File: config.mk
export PLATFORM = sky130hd
export DESIGN_NAME = byte_register_machine_execute_flat
export DESIGN_NICKNAME = d
export VERILOG_FILES = /design/src/design/brme_pkg.sv /design/src/design/brme_if.sv /design/src/design/brme_div.sv /design/src/design/byte_register_machine_execute.sv /design/src/flat_wrapper.sv
export SDC_FILE = /design/constraint.sdc
export NUM_CORES = 2
export LEC_CHECK = 0
export BUFFER_PORTS_ARGS = -buffer_cell sky130_fd_sc_hd__buf_2
export CORE_MARGIN = 3
export CORE_UTILIZATION = 45
export CTS_CLUSTER_SIZE = 25
export DETAILED_ROUTE_END_ITERATION = 10
export HOLD_SLACK_MARGIN = 0.02
export PLACE_DENSITY = 0.6
export SLEW_MARGIN = 20
export SYNTH_ARGS = -nofsm -noshare
export SYNTH_HDL_FRONTEND = slang
export SYNTH_HIERARCHICAL = 1
export SYNTH_SLANG_ARGS = --single-unit
File: constraint.sdc
create_clock -name i_clk -period 12.6 [get_ports i_clk]
set_clock_uncertainty 0.2 [all_clocks]
set_input_delay 1.26 -clock i_clk [delete_from_list [all_inputs] [get_ports i_clk]]
set_output_delay 1.26 -clock i_clk [all_outputs]
set_load 0.1 [all_outputs]
File: src/design/brme_pkg.sv
// shared constants, operation codes and types for the byte register machine execute block
`default_nettype none

package brme_pkg;

    localparam int DATA_W    = 8;
    localparam int FUNC_W    = 4;
    localparam int RIDX_W    = 4;
    localparam int OPB_W     = 8;

    localparam int REG_COUNT = 16;
    localparam int REG_AW    = $clog2(REG_COUNT);
    localparam int MEM_BYTES = 256;
    localparam int MEM_AW    = $clog2(MEM_BYTES);

    // iteration counter of the divider, holds the full step count
    localparam int DIV_CW    = $clog2(DATA_W + 1);

    localparam logic [FUNC_W-1:0] F_NOP   = 4'd0;
    localparam logic [FUNC_W-1:0] F_ADD   = 4'd1;
    localparam logic [FUNC_W-1:0] F_SUB   = 4'd2;
    localparam logic [FUNC_W-1:0] F_MUL   = 4'd3;
    localparam logic [FUNC_W-1:0] F_DIV   = 4'd4;
    localparam logic [FUNC_W-1:0] F_MOV   = 4'd5;
    localparam logic [FUNC_W-1:0] F_LOAD  = 4'd6;
    localparam logic [FUNC_W-1:0] F_STORE = 4'd7;
    localparam logic [FUNC_W-1:0] F_SET   = 4'd8;
    localparam logic [FUNC_W-1:0] F_PRINT = 4'd9;
    localparam logic [FUNC_W-1:0] F_DEBUG = 4'd10;

    typedef struct packed {
        logic              start;
        logic [DATA_W-1:0] dividend;
        logic [DATA_W-1:0] divisor;
    } t_div_req;

endpackage

`default_nettype wire

File: src/design/brme_if.sv
// request channel interfaces for instructions in and print results out
`default_nettype none

interface brme_in_if;
    logic                         valid;
    logic                         ready;
    logic [brme_pkg::FUNC_W-1:0]  func;
    logic [brme_pkg::RIDX_W-1:0]  op_a;
    logic [brme_pkg::OPB_W-1:0]   op_b;
    logic [brme_pkg::RIDX_W-1:0]  op_c;

    modport source (output valid, output func, output op_a, output op_b, output op_c,
                    input ready);
    modport sink   (input valid, input func, input op_a, input op_b, input op_c,
                    output ready);
endinterface

interface brme_out_if;
    logic                         valid;
    logic                         ready;
    logic                         shown;
    logic                         channel;
    logic [brme_pkg::RIDX_W-1:0]  shown_index;
    logic [brme_pkg::DATA_W-1:0]  shown_value;
    logic                         divide_by_zero;

    modport source (output valid, output shown, output channel, output shown_index,
                    output shown_value, output divide_by_zero, input ready);
    modport sink   (input valid, input shown, input channel, input shown_index,
                    input shown_value, input divide_by_zero, output ready);
endinterface

`default_nettype wire

File: src/design/brme_div.sv
// iterative restoring unsigned divider, one quotient bit per cycle
`default_nettype none

module brme_div (
    input  wire logic                          i_clk,
    input  wire logic                          i_rst_n,
    input  wire brme_pkg::t_div_req            i_req,
    output logic                               o_busy,
    output logic [brme_pkg::DATA_W-1:0]        o_quot
);
    import brme_pkg::*;

    logic                r_busy;
    logic [DIV_CW-1:0]   r_cnt;
    logic [DATA_W-1:0]   r_rem;
    logic [DATA_W-1:0]   r_quot;
    logic [DATA_W-1:0]   r_dvs;

    logic [DATA_W:0]     rem_sh;
    logic [DATA_W:0]     dvs_ext;
    logic [DATA_W:0]     diff;
    logic                ge;

    always_comb begin
        rem_sh  = {r_rem, r_quot[DATA_W-1]};
        dvs_ext = {1'b0, r_dvs};
        ge      = (rem_sh >= dvs_ext);
        diff    = rem_sh - dvs_ext;
    end

    always_ff @(posedge i_clk) begin
        if (!i_rst_n) begin
            r_busy <= 1'b0;
            r_cnt  <= '0;
        end else if (i_req.start) begin
            r_busy <= 1'b1;
            r_cnt  <= DIV_CW'(DATA_W);
        end else if (r_busy) begin
            r_cnt <= r_cnt - 1'b1;
            if (r_cnt == DIV_CW'(1)) begin
                r_busy <= 1'b0;
            end
        end
    end

    always_ff @(posedge i_clk) begin
        if (i_req.start) begin
            r_rem  <= '0;
            r_quot <= i_req.dividend;
            r_dvs  <= i_req.divisor;
        end else if (r_busy) begin
            // remainder after a subtract stays below the divisor
            r_rem  <= ge ? diff[DATA_W-1:0] : rem_sh[DATA_W-1:0];
            r_quot <= {r_quot[DATA_W-2:0], ge};
        end
    end

    assign o_busy = r_busy;
    assign o_quot = r_quot;

endmodule

`default_nettype wire

File: src/design/byte_register_machine_execute.sv
// top level: byte register machine execute stage with register file and data memory
//
// usage
//   i_in carries one fetched instruction per request (func, op_a, op_b, op_c);
//   o_out returns exactly one result per instruction, in order: print flags,
//   printed register index and value, and the divide-by-zero flag
//   instructions are taken one at a time; i_in.ready is high while the block idles
// steps, from the accepting edge to the next possible accept
//   nop, alu ops, move, set, store, print, debug: register file read, execute
//   load: register file read, execute, then an extra data memory read step
//   divide: register file read, divider start, bit-serial divider steps, commit
//   divide by zero skips the divider and commits in its execute step
//   a result appears on o_out in the cycle after its final step
// reset
//   after i_rst_n is released the block sweeps the data memory and the register
//   file to zero, one entry a cycle, over all MEM_BYTES (256) addresses; no
//   request is taken during the sweep
// back-pressure
//   the result sits in an output register; the next instruction is taken while it
//   waits, and that instruction holds in its final step until the slot frees
`default_nettype none

module byte_register_machine_execute (
    input  wire logic  i_clk,
    input  wire logic  i_rst_n,
    brme_in_if.sink    i_in,
    brme_out_if.source o_out
);
    import brme_pkg::*;

    typedef enum logic [4:0] {
        S_CLEAR = 5'b00001,
        S_IDLE  = 5'b00010,
        S_EXEC  = 5'b00100,
        S_LOAD  = 5'b01000,
        S_DIV   = 5'b10000
    } t_state;

    // control state
    t_state               r_state, n_state;
    logic [MEM_AW-1:0]    r_clr, n_clr;
    logic                 r_out_valid;

    // latched instruction
    logic [FUNC_W-1:0]    r_func;
    logic [REG_AW-1:0]    r_ia, r_ib, r_ic;
    logic [OPB_W-1:0]     r_imm;

    // registered read data of both memories
    logic [DATA_W-1:0]    r_a, r_b;
    logic [DATA_W-1:0]    r_mem_q;

    // memories
    logic [DATA_W-1:0]    r_rf_mem [REG_COUNT];
    logic [DATA_W-1:0]    r_dm_mem [MEM_BYTES];

    // output register
    logic                 r_shown, r_channel, r_dz;
    logic [RIDX_W-1:0]    r_sidx;
    logic [DATA_W-1:0]    r_sval;

    // combinational controls
    logic                 accept;
    logic                 slot_free;
    logic                 commit;
    logic                 rf_we;
    logic [REG_AW-1:0]    rf_wa;
    logic [DATA_W-1:0]    rf_wd;
    logic                 dm_we;
    logic [MEM_AW-1:0]    dm_wa;
    logic [DATA_W-1:0]    dm_wd;
    logic                 dm_re;
    logic                 res_shown, res_channel, res_dz;
    logic [2*DATA_W-1:0]  prod;
    t_div_req             div_req;
    logic                 div_busy;
    logic [DATA_W-1:0]    div_quot;

    localparam logic [MEM_AW-1:0] CLR_LAST = MEM_AW'(MEM_BYTES - 1);

    assign accept    = i_in.valid && i_in.ready;
    assign slot_free = !r_out_valid || o_out.ready;
    assign prod      = r_a * r_b;

    brme_div u_div (
        .i_clk   (i_clk),
        .i_rst_n (i_rst_n),
        .i_req   (div_req),
        .o_busy  (div_busy),
        .o_quot  (div_quot)
    );

    always_comb begin
        n_state          = r_state;
        n_clr            = r_clr;
        commit           = 1'b0;
        rf_we            = 1'b0;
        rf_wa            = r_ic;
        rf_wd            = '0;
        dm_we            = 1'b0;
        dm_wa            = r_a[MEM_AW-1:0];
        dm_wd            = r_b;
        dm_re            = 1'b0;
        res_shown        = 1'b0;
        res_channel      = 1'b0;
        res_dz           = 1'b0;
        div_req.start    = 1'b0;
        div_req.dividend = r_a;
        div_req.divisor  = r_b;

        unique case (r_state)
            S_CLEAR: begin
                // zero both memories, register file by the low index bits
                rf_we = 1'b1;
                rf_wa = r_clr[REG_AW-1:0];
                dm_we = 1'b1;
                dm_wa = r_clr;
                dm_wd = '0;
                n_clr = r_clr + 1'b1;
                if (r_clr == CLR_LAST) begin
                    n_state = S_IDLE;
                end
            end
            S_IDLE: begin
                if (accept) begin
                    n_state = S_EXEC;
                end
            end
            S_EXEC: begin
                if (r_func == F_LOAD) begin
                    dm_re   = 1'b1;
                    n_state = S_LOAD;
                end else if (r_func == F_DIV && r_b != '0) begin
                    div_req.start = 1'b1;
                    n_state       = S_DIV;
                end else if (slot_free) begin
                    commit  = 1'b1;
                    n_state = S_IDLE;
                    unique case (r_func) inside
                        F_ADD: begin
                            rf_we = 1'b1;
                            rf_wd = r_a + r_b;
                        end
                        F_SUB: begin
                            rf_we = 1'b1;
                            rf_wd = r_a - r_b;
                        end
                        F_MUL: begin
                            rf_we = 1'b1;
                            rf_wd = prod[DATA_W-1:0];
                        end
                        F_DIV: begin
                            // zero divisor, destination untouched
                            res_dz = 1'b1;
                        end
                        F_MOV: begin
                            rf_we = 1'b1;
                            rf_wa = r_ib;
                            rf_wd = r_a;
                        end
                        F_STORE: begin
                            dm_we = 1'b1;
                        end
                        F_SET: begin
                            rf_we = 1'b1;
                            rf_wa = r_ia;
                            rf_wd = r_imm[DATA_W-1:0];
                        end
                        F_PRINT, F_DEBUG: begin
                            res_shown   = 1'b1;
                            res_channel = (r_func == F_DEBUG);
                        end
                        default: begin
                            // nop and unused codes change nothing
                        end
                    endcase
                end
            end
            S_LOAD: begin
                if (slot_free) begin
                    commit  = 1'b1;
                    rf_we   = 1'b1;
                    rf_wa   = r_ib;
                    rf_wd   = r_mem_q;
                    n_state = S_IDLE;
                end
            end
            S_DIV: begin
                if (!div_busy && slot_free) begin
                    commit  = 1'b1;
                    rf_we   = 1'b1;
                    rf_wd   = div_quot;
                    n_state = S_IDLE;
                end
            end
            default: begin
                n_state = S_CLEAR;
            end
        endcase
    end

    assign i_in.ready = (r_state == S_IDLE);

    // control registers
    always_ff @(posedge i_clk) begin
        if (!i_rst_n) begin
            r_state     <= S_CLEAR;
            r_clr       <= '0;
            r_out_valid <= 1'b0;
        end else begin
            r_state <= n_state;
            r_clr   <= n_clr;
            if (commit) begin
                r_out_valid <= 1'b1;
            end else if (o_out.ready) begin
                r_out_valid <= 1'b0;
            end
        end
    end

    // instruction latch, register indexes reduced to the file size
    always_ff @(posedge i_clk) begin
        if (accept) begin
            r_func <= i_in.func;
            r_ia   <= i_in.op_a[REG_AW-1:0];
            r_ib   <= i_in.op_b[REG_AW-1:0];
            r_ic   <= i_in.op_c[REG_AW-1:0];
            r_imm  <= i_in.op_b;
        end
    end

    // register file: one write port, two registered read ports
    // reads happen only at accept, writes only in other states, so no overlap
    always_ff @(posedge i_clk) begin
        if (rf_we) begin
            r_rf_mem[rf_wa] <= rf_wd;
        end
        if (accept) begin
            r_a <= r_rf_mem[i_in.op_a[REG_AW-1:0]];
            r_b <= r_rf_mem[i_in.op_b[REG_AW-1:0]];
        end
    end

    // data memory: one write port, one registered read port
    always_ff @(posedge i_clk) begin
        if (dm_we) begin
            r_dm_mem[dm_wa] <= dm_wd;
        end
        if (dm_re) begin
            r_mem_q <= r_dm_mem[r_a[MEM_AW-1:0]];
        end
    end

    // output register payload
    always_ff @(posedge i_clk) begin
        if (commit) begin
            r_shown   <= res_shown;
            r_channel <= res_channel;
            r_sidx    <= res_shown ? RIDX_W'(r_ia) : '0;
            r_sval    <= res_shown ? r_a : '0;
            r_dz      <= res_dz;
        end
    end

    assign o_out.valid          = r_out_valid;
    assign o_out.shown          = r_shown;
    assign o_out.channel        = r_channel;
    assign o_out.shown_index    = r_sidx;
    assign o_out.shown_value    = r_sval;
    assign o_out.divide_by_zero = r_dz;

endmodule

`default_nettype wire
File: src/flat_wrapper.sv
// flat-port wrapper written by rule: the top's interface ports become plain ports
module byte_register_machine_execute_flat import brme_pkg::*;
  (i_clk, i_rst_n, i_in_valid, i_in_func, i_in_op_a, i_in_op_b, i_in_op_c, i_in_ready, o_out_valid, o_out_shown, o_out_channel, o_out_shown_index, o_out_shown_value, o_out_divide_by_zero, o_out_ready);
  brme_in_if i_in_i ();
  brme_out_if o_out_i ();
  input  wire logic i_clk;
  input  wire logic i_rst_n;
  input wire logic [$bits(i_in_i.valid)-1:0] i_in_valid;
  input wire logic [$bits(i_in_i.func)-1:0] i_in_func;
  input wire logic [$bits(i_in_i.op_a)-1:0] i_in_op_a;
  input wire logic [$bits(i_in_i.op_b)-1:0] i_in_op_b;
  input wire logic [$bits(i_in_i.op_c)-1:0] i_in_op_c;
  output wire logic [$bits(i_in_i.ready)-1:0] i_in_ready;
  output wire logic [$bits(o_out_i.valid)-1:0] o_out_valid;
  output wire logic [$bits(o_out_i.shown)-1:0] o_out_shown;
  output wire logic [$bits(o_out_i.channel)-1:0] o_out_channel;
  output wire logic [$bits(o_out_i.shown_index)-1:0] o_out_shown_index;
  output wire logic [$bits(o_out_i.shown_value)-1:0] o_out_shown_value;
  output wire logic [$bits(o_out_i.divide_by_zero)-1:0] o_out_divide_by_zero;
  input wire logic [$bits(o_out_i.ready)-1:0] o_out_ready;
  assign i_in_i.valid = i_in_valid;
  assign i_in_i.func = i_in_func;
  assign i_in_i.op_a = i_in_op_a;
  assign i_in_i.op_b = i_in_op_b;
  assign i_in_i.op_c = i_in_op_c;
  assign i_in_ready = i_in_i.ready;
  assign o_out_valid = o_out_i.valid;
  assign o_out_shown = o_out_i.shown;
  assign o_out_channel = o_out_i.channel;
  assign o_out_shown_index = o_out_i.shown_index;
  assign o_out_shown_value = o_out_i.shown_value;
  assign o_out_divide_by_zero = o_out_i.divide_by_zero;
  assign o_out_i.ready = o_out_ready;
  byte_register_machine_execute u_core (.i_clk(i_clk), .i_rst_n(i_rst_n), .i_in(i_in_i), .o_out(o_out_i));
endmodule
==> metrics.md <==
| Metric | Value |
|---|---|
| Fill cells | `~16000` |
| First-pass GRT wire length | `329800 um` |
| CTS Buf Count | `228` |
| Fin crit share | `48.60%` |
| Hold endpoint | `u_core/u_div/r_rem[6]` |
| Global route hottest layer | `met2` |
| Synth warn | `6` |
| CTS tree | `built` |
| Net switching power | `2968 uW` |
| Status | `finished, final reports clean` |
| Post-DP Area | `roughly 94000 um2` |
| Vias in the first global route | `45150` |
| Seq pwr share | `between 50% and 60%` |
| Initial antenna violation count | `4` |
| GRT Residual Overflow | `0` |
| Fin. Hold Viols | `0` |
| Clk root buf | `clkbuf_16` |
| DR DRC count | `0` |
| Sw Ratio | `approximately 20%` |
| R2r endpoint | `u_core/r_mem_q[2]` |
| Max Slew Vio Count | `0` |
| P_int | `between 10000 and 15000 uW` |
| Clk pwr share | `between 40% and 50%` |
| Met2 capacity usage during global routing | `between 30% and 40%` |
| Largest cells by area after synthesis | `edfxtp_1 74%, mux4_2 15%, mux2i_1 1.5%, nor2_1 1.3%, dfxtp_1 0.59%` |
| Layout cell share with drive strength beyond 1 | `between 20% and 30%` |
| Die area | `207700 um2` |
| Endpoint class of the critical path | `flop` |
| Slew @ Worst Pin | `1.182 ns` |
| Sequential area share after synthesis | `74.85%` |
| PortBufs | `40` |
| DR vias/cell | `6.118` |
| Slew HR | `20.44%` |
| Syn Area/Cell | `just over 20 um2` |
| Ports | `between 40 and 50` |
| Area grow syn2layout | `11.83%` |
| RSZ-0062 raised after global routing | `no` |
| # setup viols final | `0` |
| Synth unique cells | `73` |
| Longest Clk Path Bufs | `3` |
| Cells after Synth | `~4400` |
| Cell area after layout | `slightly above 100000 um2` |
| Sink Count | `2278` |
| Hold Path Depth | `2` |
| Avg WL per Cell | `31.02 um` |
| VDD IR max | `~150 uV` |
| Hold Crit Start | `u_core/u_div/r_rem[6]` |
| Seq cells post-synth | `around 2300` |
| Fmax | `approximately 0.16 GHz` |
| WP data arrival | `about 6.5 ns` |
| Worst-Skew Late Latency | `approximately 0.86 ns` |
| Height of the chip | `around 460 um` |
| Post-synth top area share | `74.26%` |
| Hold_buf cts | `0` |
| # resized after CTS | `0` |
| Mapped Area | `between 90000 and 100000 um2` |
| NumNets Final | `about 4600` |
| Initial Util | `around 45%` |
| # rows | `roughly 160` |
| Post-CTS Setup Bufs | `0` |
| Worst setup margin | `6.476 ns` |
| Via count | `between 40000 and 50000` |
| Crit path max fanout | `about 110` |
| Max_cap viols | `0` |
| Area leader, netlist | `edfxtp_1` |
| Worst path required time | `~13 ns` |
| Worst slack, placed | `approximately 6.6 ns` |
| Worst-path clk slew | `0.06 ns` |
| Final setup TNS | `0 ns` |
| DP HPWL | `between 100000 and 150000 um` |
| Leak | `0.03239 uW` |
| Critical path class | `flop to flop` |
| Global Route met1 Usage | `31.91%` |
| CORE AREA | `200500 um2` |
| H-tree depth | `4` |
| Largest net degree at the start of global routing | `between 200 and 250` |
| Asr flop ratio synth | `0%` |
| Comb pwr share | `under 10%` |
| Met3 Track Usage GR | `~4%` |
| Tmin final | `around 6 ns` |
| Initial DRC Count | `5003` |
| GPL Wtd Cong | `0.8171` |
| Routed wire length | `about 230000 um` |
| Core Util, Final | `between 50% and 60%` |
| Reg2reg setup slack | `around 6.5 ns` |
| Top FF cell, synth | `edfxtp_1` |
| Die width | `approximately 460 um` |
| Reg2Reg Launch Point | `u_core/r_a[1]` |
| Hold Slack | `approximately 0.28 ns` |
| Remaining antenna violation count after routing | `0` |
| GRT Overall Usage | `21.88%` |
| Syn nets | `roughly 4500` |
| Number of flops mapped to enable cells by yosys | `2251` |
| Critical Path Source Type | `flop` |
| Drt pass-1 iters | `6` |
| R2r worst-path depth | `9` |
| Min-Delay Path Class | `flop to flop` |
| Pwr Density | `around 150 nW/um2` |
cells by family after synthesis:
logic type | Yosys count | share of synthesized area [%]
mux | 739 | 16.27
compound gates | 367 | 2.895
xor+xnor | 41 | 0.4398
simple gates | 634 | 3.207
buf+inv | 313 | 1.533
flops | 2278 | 74.85
fa+ha+maj | 50 | 0.8027
through the flow:
stage | total power [uW] | std cells
2_1_floorplan | 8485 | 4422
3_3_place_gp | 8544 | 6948
3_5_place_dp | 8547 | 6948
4_1_cts | 15290 | 7378
5_1_grt | 15600 | 7380
6_report | 15160 | 7383
registers in the layout, summed over array words and instances, names as in the netlist, 5 cells and up:
register and cells:
u_core/u_div/r_dvs 8, u_core/u_div/o_quot 8, u_core/o_out.shown_value 8, u_core/r_rf_mem 128, u_core/r_dm_mem 2048, u_core/r_state 5, u_core/r_a 8, u_core/r_imm 5
u_core/r_clr 8, u_core/r_mem_q 8, u_core/u_div/r_rem 8, u_core/r_b 8
area by class of cell:
cell class,instances,area (um2),share of cell area [%]
Clock buffer,279,6021,5.914
Timing Repair Buffer,136,1036,1.018
Tap cell,2656,3323,3.264
Clock inverter,151,1454,1.428
Multi-Input combinational cell,1831,21640,21.26
Antenna cell,4,10.01,0.009833
Sequential cell,2278,68140,66.93
Inverter,48,180.2,0.1770
how the worst max path moves through the flow:
| stage | to | startpoint | cells after the start |
|---|---|---|---|
| 4_1_cts | u_core/r_mem_q[4] | u_core/r_a[0] | 8 |
| 3_5_place_dp | u_core/r_mem_q[4] | u_core/r_a[0] | 8 |
| 6_report | u_core/r_mem_q[2] | u_core/r_a[1] | 9 |
| 5_1_grt | u_core/r_mem_q[4] | u_core/r_a[0] | 8 |
| 3_3_place_gp | u_core/r_mem_q[4] | u_core/r_a[0] | 8 |
| 2_1_floorplan | u_core/r_dm_mem[0][0] | u_core/r_state[4] | 4 |
cell usage after synthesis (all sizes together), types with 35 or more instances:
cell type	count
inv	48
and2	48
nor2	316
a21oi	67
mux2i	133
edfxtp	2251
a211oi	35
ha	36
mux4	591
nand2	103
a22oi	51
clkbuf	123
buf	142
o21ai	43
worst max-delay path: stages (launching register included):
cell,delay [ns]
edfxtp_1,0.80
buf_12,0.52
buf_4,0.78
buf_4,0.77
mux4_2,0.42
mux4_2,0.53
mux2i_1,0.29
o21ai_0,0.28
nor4_1,0.96
nor3_1,0.10
cell usage in the layout (no fill, tap or decap), types with 8 or more instances in the layout:
| cell | count |
|---|---|
| edfxtp_1 | 2251 |
| mux4_2 | 591 |
| nor2_1 | 308 |
| clkbuf_16 | 231 |
| mux2i_1 | 133 |
| nand2_1 | 87 |
| buf_4 | 86 |
| a21oi_1 | 67 |
| clkinv_1 | 54 |
| clkinv_2 | 52 |
| a22oi_1 | 51 |
| inv_1 | 48 |
| clkbuf_1 | 42 |
| and2_1 | 41 |
| o21ai_0 | 41 |
| buf_2 | 40 |
| ha_1 | 36 |
| a211oi_1 | 34 |
| nand3_1 | 31 |
| nand2b_1 | 30 |
| o221ai_1 | 29 |
| xnor2_1 | 28 |
| dfxtp_1 | 27 |
| bufinv_16 | 26 |
| nor3_1 | 25 |
| o22ai_1 | 25 |
| a221oi_1 | 23 |
| a22o_1 | 21 |
| nand2_2 | 15 |
| mux2_2 | 14 |
| fa_1 | 14 |
| nor2b_1 | 11 |
| and3_1 | 11 |
| a21o_1 | 10 |
| xor2_1 | 10 |
| nand4_1 | 9 |
| nand3b_1 | 8 |
metal layers:
metal / part of all wire, % / vias up / wire length [um]
met5: 0 / - / 0
met4: 2.7 / 0 / 6173
met3: 7.6 / 339 / 17380
met2: 47 / 1900 / 108300
met1: 42 / 24350 / 97200
li1: - / 18580 / -
power groups by stage:
stage | clock network [uW] | registers, uW | logic [uW]
finish | 6780 | 8230 | 154
floorplan | 0 | 8390 | 97.3
detailed placement | 0 | 8390 | 155
CTS | 6900 | 8230 | 155
global placement | 0 | 8390 | 153
global route | 7210 | 8230 | 162
(Power assumes the default switching activity.)
